==> src/hdl/dbc_pkg.sv <==
// DES constants, permutation tables and S-box functions.
// Used by the round cell and the top level; no dependencies.
package dbc_pkg;

  localparam int unsigned Rounds = 16;
  localparam int unsigned HalfBits = 28;

  typedef logic [27:0] half_t;
  typedef logic [47:0] subkey_t;

  // Rotate amounts per round, indexed 0..15.
  localparam logic [1:0] SHIFT_TAB [16] = '{
    2'd1, 2'd1, 2'd2, 2'd2, 2'd2, 2'd2, 2'd2, 2'd2,
    2'd1, 2'd2, 2'd2, 2'd2, 2'd2, 2'd2, 2'd2, 2'd1
  };

  localparam logic [6:0] PC1_TAB [56] = '{
    57,49,41,33,25,17,9, 1,58,50,42,34,26,18,
    10,2,59,51,43,35,27, 19,11,3,60,52,44,36,
    63,55,47,39,31,23,15, 7,62,54,46,38,30,22,
    14,6,61,53,45,37,29, 21,13,5,28,20,12,4
  };

  localparam logic [6:0] PC2_TAB [48] = '{
    14,17,11,24,1,5, 3,28,15,6,21,10,
    23,19,12,4,26,8, 16,7,27,20,13,2,
    41,52,31,37,47,55, 30,40,51,45,33,48,
    44,49,39,56,34,53, 46,42,50,36,29,32
  };

  localparam logic [6:0] IP_TAB [64] = '{
    58,50,42,34,26,18,10,2, 60,52,44,36,28,20,12,4,
    62,54,46,38,30,22,14,6, 64,56,48,40,32,24,16,8,
    57,49,41,33,25,17,9,1, 59,51,43,35,27,19,11,3,
    61,53,45,37,29,21,13,5, 63,55,47,39,31,23,15,7
  };

  localparam logic [6:0] FP_TAB [64] = '{
    40,8,48,16,56,24,64,32, 39,7,47,15,55,23,63,31,
    38,6,46,14,54,22,62,30, 37,5,45,13,53,21,61,29,
    36,4,44,12,52,20,60,28, 35,3,43,11,51,19,59,27,
    34,2,42,10,50,18,58,26, 33,1,41,9,49,17,57,25
  };

  localparam logic [6:0] E_TAB [48] = '{
    32,1,2,3,4,5, 4,5,6,7,8,9, 8,9,10,11,12,13, 12,13,14,15,16,17,
    16,17,18,19,20,21, 20,21,22,23,24,25, 24,25,26,27,28,29, 28,29,30,31,32,1
  };

  localparam logic [6:0] P_TAB [32] = '{
    16,7,20,21,29,12,28,17, 1,15,23,26,5,18,31,10,
    2,8,24,14,32,27,3,9, 19,13,30,6,22,11,4,25
  };

  localparam logic [3:0] S_TAB [8][64] = '{
    '{14,4,13,1,2,15,11,8,3,10,6,12,5,9,0,7,
      0,15,7,4,14,2,13,1,10,6,12,11,9,5,3,8,
      4,1,14,8,13,6,2,11,15,12,9,7,3,10,5,0,
      15,12,8,2,4,9,1,7,5,11,3,14,10,0,6,13},
    '{15,1,8,14,6,11,3,4,9,7,2,13,12,0,5,10,
      3,13,4,7,15,2,8,14,12,0,1,10,6,9,11,5,
      0,14,7,11,10,4,13,1,5,8,12,6,9,3,2,15,
      13,8,10,1,3,15,4,2,11,6,7,12,0,5,14,9},
    '{10,0,9,14,6,3,15,5,1,13,12,7,11,4,2,8,
      13,7,0,9,3,4,6,10,2,8,5,14,12,11,15,1,
      13,6,4,9,8,15,3,0,11,1,2,12,5,10,14,7,
      1,10,13,0,6,9,8,7,4,15,14,3,11,5,2,12},
    '{7,13,14,3,0,6,9,10,1,2,8,5,11,12,4,15,
      13,8,11,5,6,15,0,3,4,7,2,12,1,10,14,9,
      10,6,9,0,12,11,7,13,15,1,3,14,5,2,8,4,
      3,15,0,6,10,1,13,8,9,4,5,11,12,7,2,14},
    '{2,12,4,1,7,10,11,6,8,5,3,15,13,0,14,9,
      14,11,2,12,4,7,13,1,5,0,15,10,3,9,8,6,
      4,2,1,11,10,13,7,8,15,9,12,5,6,3,0,14,
      11,8,12,7,1,14,2,13,6,15,0,9,10,4,5,3},
    '{12,1,10,15,9,2,6,8,0,13,3,4,14,7,5,11,
      10,15,4,2,7,12,9,5,6,1,13,14,0,11,3,8,
      9,14,15,5,2,8,12,3,7,0,4,10,1,13,11,6,
      4,3,2,12,9,5,15,10,11,14,1,7,6,0,8,13},
    '{4,11,2,14,15,0,8,13,3,12,9,7,5,10,6,1,
      13,0,11,7,4,9,1,10,14,3,5,12,2,15,8,6,
      1,4,11,13,12,3,7,14,10,15,6,8,0,5,9,2,
      6,11,13,8,1,4,10,7,9,5,0,15,14,2,3,12},
    '{13,2,8,4,6,15,11,1,10,9,3,14,5,0,12,7,
      1,15,13,8,10,3,7,4,12,5,6,11,0,14,9,2,
      7,11,4,1,9,12,14,2,0,6,10,13,15,3,5,8,
      2,1,14,7,4,10,8,13,15,12,9,0,3,5,6,11}
  };

  // Rotate a key half left by one or two.
  function automatic half_t rot_left(input half_t x, input logic [1:0] s);
    half_t r;
    r = (s == 2'd2) ? {x[25:0], x[27:26]} : {x[26:0], x[27]};
    return r;
  endfunction

  // Rotate a key half right by one or two (inverse schedule).
  function automatic half_t rot_right(input half_t x, input logic [1:0] s);
    half_t r;
    r = (s == 2'd2) ? {x[1:0], x[27:2]} : {x[0], x[27:1]};
    return r;
  endfunction

  function automatic logic [55:0] perm_pc1(input logic [63:0] v);
    logic [55:0] r;
    for (int i = 0; i < 56; i++) r[55 - i] = v[64 - PC1_TAB[i]];
    return r;
  endfunction

  function automatic subkey_t perm_pc2(input logic [55:0] v);
    subkey_t r;
    for (int i = 0; i < 48; i++) r[47 - i] = v[56 - PC2_TAB[i]];
    return r;
  endfunction

  function automatic logic [63:0] perm_ip(input logic [63:0] v);
    logic [63:0] r;
    for (int i = 0; i < 64; i++) r[63 - i] = v[64 - IP_TAB[i]];
    return r;
  endfunction

  function automatic logic [63:0] perm_fp(input logic [63:0] v);
    logic [63:0] r;
    for (int i = 0; i < 64; i++) r[63 - i] = v[64 - FP_TAB[i]];
    return r;
  endfunction

  // Feistel function: expand, mix key, S-boxes, P.
  function automatic logic [31:0] feistel(input logic [31:0] rr, input subkey_t k);
    logic [47:0] x;
    logic [5:0] ch;
    logic [31:0] s;
    logic [31:0] r;
    for (int i = 0; i < 48; i++) x[47 - i] = rr[32 - E_TAB[i]];
    x = x ^ k;
    for (int j = 0; j < 8; j++) begin
      ch = x[47 - 6 * j -: 6];
      s[31 - 4 * j -: 4] = S_TAB[j][{ch[5], ch[0], ch[4:1]}];
    end
    for (int i = 0; i < 32; i++) r[31 - i] = s[32 - P_TAB[i]];
    return r;
  endfunction

endpackage

==> src/hdl/dbc_round_cell.sv <==
// One DES round stage: key schedule step and Feistel round, registered.
// Depends on dbc_pkg.
module dbc_round_cell
  import dbc_pkg::*;
#(
  parameter int unsigned STAGE = 0
) (
  input  logic        clk,
  input  logic        rst,
  input  logic        in_valid,
  input  logic        in_enc,
  input  half_t       in_c,
  input  half_t       in_d,
  input  logic [31:0] in_l,
  input  logic [31:0] in_r,
  output logic        out_valid,
  output logic        out_enc,
  output half_t       out_c,
  output half_t       out_d,
  output logic [31:0] out_l,
  output logic [31:0] out_r
);

  localparam logic [1:0] FwdShift = SHIFT_TAB[STAGE];
  // Decrypt walks the schedule backward: undo the shift of round Rounds - 1 - STAGE.
  localparam logic [1:0] RevShift = SHIFT_TAB[Rounds - 1 - STAGE];

  half_t   c_next;
  half_t   d_next;
  subkey_t key;

  // Encrypt rotates left before use; decrypt uses key then rotates right.
  always_comb begin
    if (in_enc) begin
      c_next = rot_left(in_c, FwdShift);
      d_next = rot_left(in_d, FwdShift);
      key    = perm_pc2({c_next, d_next});
    end else begin
      key    = perm_pc2({in_c, in_d});
      c_next = rot_right(in_c, RevShift);
      d_next = rot_right(in_d, RevShift);
    end
  end

  // Advance the round.
  always_ff @(posedge clk) begin
    if (rst) begin
      out_valid <= 1'b0;
    end else begin
      out_valid <= in_valid;
    end
    out_enc <= in_enc;
    out_c   <= c_next;
    out_d   <= d_next;
    out_l   <= in_r;
    out_r   <= in_l ^ feistel(in_r, key);
  end

endmodule

==> config.mk <==
export PLATFORM = sky130hd
export DESIGN_NAME = dbc_round_cell
export DESIGN_NICKNAME = d
export VERILOG_FILES = /design/src/hdl/dbc_pkg.sv /design/src/hdl/dbc_round_cell.sv
export SDC_FILE = /design/constraint.sdc
export NUM_CORES = 1
export LEC_CHECK = 0
export CORE_MARGIN = 5
export CORE_UTILIZATION = 40
export CTS_CLUSTER_SIZE = 8
export DETAILED_ROUTE_END_ITERATION = 12
export DONT_BUFFER_PORTS = 1
export PLACE_DENSITY = 0.59
export SYNTH_ARGS = -nofsm -noshare
export SYNTH_HDL_FRONTEND = slang
export SYNTH_SLANG_ARGS = --single-unit
==> constraint.sdc <==
create_clock -name clk -period 4.67 [get_ports clk]
set_input_delay 0.467 -clock clk [delete_from_list [all_inputs] [get_ports clk]]
set_output_delay 0.467 -clock clk [all_outputs]
set_load 0.01 [all_outputs]
==> results.yml, run 1 <==
yosys:
  ys_warn_count: 0
  synth_xor_area_share_pct: 14.4
  synthesis.area_um2: 9410
  synthAdderAreaFrac_pct: 8.25
  synth_top_area_share_pct: 26.0
  ys_top_cells_by_count: "dfxtp_1, mux2i_1, ha_1"
  synth_mux_area_share_pct: 25.2
  synth.most_common_cell: "dfxtp_1"
  synthFlopType: "dfxtp_1"
  seq_area_frac_synth_pct: 26.0
  synth_compound_area_share_pct: 12.9
  synth_edf_count: 0
  yosys_register_bits: 122
  synth-async-reset-ratio_pct: 0
  netlist_instances: 946
  avgSynthCellArea_um2: 9.94
  yosys.cell_types.count: 69
  netlist_top_cells_area: "dfxtp_1, mux2i_1, ha_1, mux2_2, mux4_2"
  synth_simple_gate_area_share_pct: 8.45
  synth_area_leader_cell: "dfxtp_1"
  synth_top_family_by_area: "multiplexers"
  syn_nets: 1132
route:
  vias: 7135
  initialDrtViolationCount: 460
  dr.pass1.iters: 5
  postRouteAntennaNets: 0
  drc: 0
  avgViaCountPerCell: 5.69
  wirelength_um: 26000
  wl_per_cell_um: 20.7
floorplan:
  design.core.area_um2: 23300
  die_w_um: 163
  chipHeight_um: 163
  die-area_um2: 26700
  io_pins: 246
  start_util_pct: 40.3
  rows: 56
global_routing:
  antenna_found_initial: 1
  grt_overflow: 0
  grt_first_pass_wirelength_um: 40000
  grt_max_degree: 106
  grt_use_total_pct: 19.1
  grt_pass1_vias: 6928
hold_path:
  hp-class: "in2reg"
  min_from: "in_r[19]"
  holdPathStages: 0
  worstHoldEndpoint: "out_l[19]"
worst_setup_path:
  cp_max_fo: 105
  crit_path_end_kind: "flop"
  cp_top_family: "multiplexers"
  critical_path_arrival_ns: 3.29
  path_class: "in2reg"
  cp_num_buf_inv: 2
  crit_chain: "mux2i_1, xor2_1, inv_1, ha_1, inv_1, mux4_2, mux2_2, nand2_1, o21ai_1, xnor2_1"
  slowest_delay_ns: 0.64
  start_kind: "primary input"
  crit_top_cell: "inv_1"
  cp_slowest_cell: "xor2_1"
  crit_required_ns: 4.98
clocking:
  ctsRootBufferMaster: "clkbuf_16"
  cts_buffers: 17
  path_clk_slew_ns: 0.07
  ctsHoldBuffers: 0
  htreeDepth: 4
  postCtsSetupBuffers: 0
  cts_buffer_depth: 2
  cts_tree: "done"
  cts_resized: 0
  clkSinkCount: 122
final_layout:
  final_cells: 1253
  utilization_pct: 43.7
  layout-drive-gt1-share_pct: 18.1
  diodes: 0
  area_delta_synth_final_pct: 8.43
  nets: 1107
flow_run:
  max_cap_viol_count: 0
placement:
  io_buffer_count: 0
  dp_cells: 1221
  gp_congestion: 0.831
  dp_hpwl_um: 19000
sta:
  maxSlewHeadroom_pct: 18.1
  grt_setup_unrepaired: "no"
  slew_viol_final: 0
  min_period_ns: 2.98
  worst_slew_pin_slew_ns: 1.22
  setup_violations: 0
  fin_crit_sh_pct: 63.8
  hold_slack_ns: 0.0616
  fmax_ghz: 0.336
  setup_tns_ns: 0
  hold_viol: 0
pwr:
  leakagePower_nw: 4.09
  finalPower_w: 0.00430
  power.density_nw_per_um2: 422
  peakVddDrop_mv: 0.179
outcome:
  status: "finished clean"
## how the worst max path moves through the flow
stage	start	endpoint	slack [ns]	cells after the start
floorplan	in_enc	out_r[12]	1.55	12
global placement	in_enc	out_r[12]	1.36	10
detailed placement	in_enc	out_r[12]	1.29	10
CTS	in_enc	out_r[12]	1.73	10
global route	in_enc	out_r[12]	1.51	10
finish	in_enc	out_r[12]	1.69	10
## area by class of cell
type                       instances  area [um^2]
clock inverter                    14          221
multi-input combinational        733         6510
sequential                       122         2440
inverter                          41          154
timing repair buffer               6         45.0
fill                            2227        13100
tap                              319          399
clock buffer                      18          429
## logic make-up (layout without fill, tap and decap cells)
group,count (synthesis),count (layout)
multiplexers,189,189
AND/OR/NAND/NOR,181,181
AO/OA/AOI/OAI,178,178
XOR/XNOR,123,123
flip-flops,122,122
buffers and inverters,91,79
adder cells (fa/ha/maj),62,62
## state kept, by name (all words and copies together), names as in the netlist
name,flops
out_c,28
out_d,28
out_enc,1
out_l,32
out_r,32
out_valid,1
## layout by cell type, fill, tap and decap left out, types with 24 or more instances in the layout
master   instances
a21oi_1         30
dfxtp_1        122
ha_1            62
inv_1           35
mux2_2          61
mux2i_1         94
mux4_2          24
nand2_1         53
nand3_1         26
nor2_1          59
nor3_1          24
o21ai_0         33
xnor2_1         58
xor2_1          34
## report_power, final
| part | total [W] | switching (W) | internal, W |
|---|---|---|---|
| Sequential | 0.00138 | 0.000158 | 0.00122 |
| Combinational | 0.00143 | 0.000784 | 0.000649 |
| Clock | 0.00149 | 0.000540 | 0.000951 |
| Total | 0.00430 | 0.00148 | 0.00282 |
## metrics by stage
stage / instance area, um^2 / worst slack (ns)
finish: 10200 / 1.69
global route: 10200 / 1.51
CTS: 10200 / 1.73
detailed placement: 9550 / 1.29
global placement: 9550 / 1.36
floorplan: 9410 / 1.55
## metal layers
layer	up-vias	part of all wire, %	global-route usage, %
met5	-	0	0
met4	0	1.7	5.83
met3	28	8.6	6.18
met2	310	48	31.4
met1	3406	42	23.8
li1	3391	-	-
Power figures use the tool's default switching activity.
==> inputs of run 2 (changes only) <==
clock period = 3.1 ns   (was 4.67 ns; I/O delays follow)
==> run 2 against run 1 <==
Net effect:
- design area grew 8.5%
- sequential power grew 51%
- first-iteration DRC count grew 24%
- die area is the same
- sequential share of layout area shrank 1.9 points
- clock power grew 51%
- wire length grew 3.5%
- final cell count grew 7.4%
- global-route usage grew 0.69 points
- power grew 54%
- largest power group is now combinational logic
- highest routed layer unchanged
==> results.yml, run 2 (synthesized netlist as in run 1, its figures left out) <==
worst_setup_path:
  crit_required_ns: 3.45
  cp_slowest_cell: "xnor2_2"
  crit_path_end_kind: "flop"
  critical_path_arrival_ns: 2.98
  cp_top_family: "multiplexers"
  slowest_delay_ns: 0.45
  crit_chain: "mux2i_1, xnor2_2, clkinv_1, ha_1, mux4_2, nor2_1, a311oi_1, a31oi_1, xor2_1"
  cp_max_fo: 105
  cp_num_buf_inv: 1
  path_class: "in2reg"
  start_kind: "primary input"
clocking:
  path_clk_slew_ns: 0.06
  cts_buffers: 17
  clkSinkCount: 122
  cts_tree: "done"
  ctsRootBufferMaster: "clkbuf_16"
  cts_buffer_depth: 2
  htreeDepth: 4
placement:
  gp_congestion: 0.885
  dp_hpwl_um: 19600
  io_buffer_count: 0
  dp_cells: 1248
  place_area_um2: 9750
sta:
  setup_tns_ns: 0
  hold_viol: 0
  hold_slack_ns: 0.0314
  fin_crit_sh_pct: 85.1
  worst_slew_pin_slew_ns: 1.20
  fmax_ghz: 0.379
  setup_violations: 0
  maxSlewHeadroom_pct: 19.1
  slew_viol_final: 0
  min_period_ns: 2.64
  grt_setup_unrepaired: "no"
route:
  dr.pass1.iters: 5
  postRouteAntennaNets: 0
  avgViaCountPerCell: 5.58
  wirelength_um: 26900
  drc: 0
  vias: 7514
  initialDrtViolationCount: 571
  wl_per_cell_um: 20.0
floorplan:
  design.core.area_um2: 23300
  chipHeight_um: 163
  die_w_um: 163
  rows: 56
  die-area_um2: 26700
  start_util_pct: 40.3
  io_pins: 246
final_layout:
  reg_top3: "out_l x32, out_r x32"
  layout-drive-gt1-share_pct: 19.2
  utilization_pct: 47.5
  nets: 1200
  fin_area_um2: 11100
  multiInputGateArea_um2: 6510
  seqCellArea_um2: 2440
  final_cells: 1346
  area_delta_synth_final_pct: 17.7
  final_common_cell: "dfxtp_1"
  n_fill_cell: 2151
  final_cell_mix: "dfxtp_1, mux2i_1, dlygate4sd3_1, ha_1, mux2_2"
  diodes: 0
global_routing:
  groute.layer.met3.usage_pct: 6.23
  grt_use_total_pct: 19.7
  grt_overflow: 0
  grt_pass1_vias: 7356
  use_met2_pct: 32.9
  grt_first_pass_wirelength_um: 41800
  antenna_found_initial: 0
  grt_use_met1_pct: 24.9
  grt_max_degree: 106
  grt_busiest_layer: "met2"
hold_path:
  hp-class: "in2reg"
pwr:
  peakVddDrop_mv: 0.345
  leakagePower_nw: 4.51
  power.density_nw_per_um2: 598
flow_run:
  max_cap_viol_count: 0
outcome:
  status: "finished clean"
## run 2: changes by cell type in the layout (fill, tap and decap cells not counted)
cell           before  now
clkinv_2            1    2
clkbuf_1            1    0
clkinvlp_4          3    1
buf_4               6   33
dlygate4sd3_1       0   66
clkbuf_8            0    1
clkinv_4            4    5
## run 2: stage by stage
step                worst slack (ns)  total power, W
floorplan                      0.138         0.00390
global placement               0.402         0.00431
detailed placement             0.354         0.00431
CTS                            0.809         0.00667
global route                   0.358         0.00702
finish                         0.463         0.00663
## run 2: layout make-up
class                   instances  area share, %
clock buffers                  18           3.97
clock inverters                14           1.99
inverters                      41           1.39
multi-input cells             733           58.8
flip-flops and latches        122           22.1
well taps                     319           3.60
repair buffers                 99           8.20
## run 2: final timing paths
path         to  depth (start not counted)     start  slack [ns]
max   out_r[29]                          9    in_enc        0.46
min   out_valid                          1  in_valid        0.03
## run 2: routing by layer
layer  part of all wire [%]  up-vias
met5                      0        -
met2                     48      316
met3                    8.5       19
met1                     42     3595
li1                       -     3584
met4                    1.4        0
## run 2: what timing repair did
action                                  4_1_cts  5_1_grt
endpoints found under the setup margin        0        0
gates resized for setup                       0        0
hold endpoints to repair                     66        0
hold buffers                                 66        0
setup buffers                                 0        0
## run 2: power breakdown
group          total (W)  switching [W]  internal [W]
clock network    0.00225       0.000795       0.00145
logic            0.00230        0.00121       0.00109
registers        0.00208       0.000243       0.00184
==> inputs of run 3 (changes only) <==
RECOVER_POWER = 50   (was not set)
==> run 3 against run 2 <==
Net effect:
- sequential power about the same
- sequential share of layout area is the same
- combinational power about the same
- final cell count unchanged
- wire length about the same
- power about the same
- sequential cell count unchanged
- design area stayed put
- via count about the same
- non-clock buffer count stayed put
==> results.yml, run 3 (synthesized netlist as in run 1, its figures left out) <==
route:
  drc: 0
  initialDrtViolationCount: 577
  wl_per_cell_um: 20.0
  dr.pass1.iters: 6
  avgViaCountPerCell: 5.58
  wirelength_um: 26900
  vias: 7510
  postRouteAntennaNets: 0
worst_setup_path:
  crit_chain: "mux2i_1, xnor2_2, clkinv_1, ha_1, mux4_2, nor2_1, a311oi_1, a31oi_1, xor2_1"
  start_kind: "primary input"
  cp_slowest_cell: "mux4_2"
  critical_path_arrival_ns: 2.93
  cp_num_buf_inv: 1
  path_class: "in2reg"
  crit_path_end_kind: "flop"
  cp.depth: 9
  crit_required_ns: 3.44
  cp_max_fo: 105
  cp_top_family: "multiplexers"
  slowest_delay_ns: 0.45
sta:
  maxSlewHeadroom_pct: 19.3
  setup_tns_ns: 0
  fmax_ghz: 0.387
  grt_setup_unrepaired: "no"
  fin_ws_ns: 0.513
  min_period_ns: 2.59
  worst_slew_pin_slew_ns: 1.20
  hold_viol: 0
  slew_viol_final: 0
  fin_crit_sh_pct: 83.5
  setup_violations: 0
global_routing:
  groute.layer.met3.usage_pct: 6.23
  grt_first_pass_wirelength_um: 41800
  grt_use_total_pct: 19.7
  grt_busiest_layer: "met2"
  use_met2_pct: 32.9
  grt_overflow: 0
  grt_pass1_vias: 7356
  grt_max_degree: 106
  antenna_found_initial: 0
  grt_use_met1_pct: 24.9
floorplan:
  design.core.area_um2: 23300
  io_pins: 246
  rows: 56
  start_util_pct: 40.3
  die-area_um2: 26700
  chipHeight_um: 163
  die_w_um: 163
final_layout:
  layout-drive-gt1-share_pct: 18.6
  multiInputGateArea_um2: 6510
  diodes: 0
  final_common_cell: "dfxtp_1"
  fin_area_um2: 11100
  nets: 1200
  area_delta_synth_final_pct: 17.7
  seqCellArea_um2: 2440
  final_cell_mix: "dfxtp_1, mux2i_1, dlygate4sd3_1, ha_1, nor2_1"
  n_fill_cell: 2151
  reg_top3: "out_l x32, out_r x32"
pwr:
  leakagePower_nw: 4.51
  peakVddDrop_mv: 0.345
  power.density_nw_per_um2: 599
clocking:
  clkSinkCount: 122
  cts_buffer_depth: 2
  cts_buffers: 17
  cts_tree: "done"
  ctsRootBufferMaster: "clkbuf_16"
  cts_resized: 0
  htreeDepth: 4
  path_clk_slew_ns: 0.06
placement:
  place_area_um2: 9750
  pre_cts_ws_ns: 0.354
  io_buffer_count: 0
  dp_hpwl_um: 19600
  gp_congestion: 0.885
outcome:
  status: "finished clean"
flow_run:
  max_cap_viol_count: 0
hold_path:
  holdPathStages: 1
  hp-class: "in2reg"
  min_from: "in_valid"
  worstHoldEndpoint: "out_valid"
==> run 3: where the power goes <==
group          internal [W]  total (W)  leakage [nW]  switching, W
sequential          0.00184    0.00208          1.03      0.000243
combinational       0.00109    0.00230          3.16       0.00121
clock               0.00145    0.00225         0.320      0.000796
==> run 3: area by class of cell <==
cell class | instances | area share, %
clock buffer | 18 | 3.97
sequential | 122 | 22.1
tap | 319 | 3.60
timing repair buffer | 99 | 8.20
multi-input combinational | 733 | 58.8
inverter | 41 | 1.39
clock inverter | 14 | 1.99
==> run 3: through the flow <==
step / hold WS (ns) / util [%] / total power [W] / instances
after floorplan: 0.338 / - / 0.00390 / 946
after global placement: 0.338 / 41.8 / 0.00431 / 1248
after detailed placement: 0.338 / 41.8 / 0.00431 / 1248
after CTS: 0.00238 / 47.5 / 0.00667 / 1346
after global routing: 0.00693 / 47.5 / 0.00702 / 1346
final: 0.0329 / 47.5 / 0.00663 / 1346
==> run 3: worst max-delay path by stage <==
stage / startpoint / endpoint
after floorplan: in_enc / out_r[12]
after global placement: in_enc / out_r[12]
after detailed placement: in_enc / out_r[29]
after CTS: in_enc / out_r[29]
after global routing: in_enc / out_r[29]
final: in_enc / out_r[29]
==> run 3: timing repair <==
| item | in CTS | in global routing |
|---|---|---|
| setup buffers | 0 | 0 |
| hold buffers | 66 | 0 |
| endpoints found under the hold margin | 66 | 0 |
==> run 3: layer usage <==
| metal | wire (um) | share of wire [%] |
|---|---|---|
| met2 | 13100 | 49 |
| met1 | 11100 | 41 |
| met3 | 2260 | 8.4 |
| met5 | 0 | 0 |
| met4 | 339 | 1.3 |
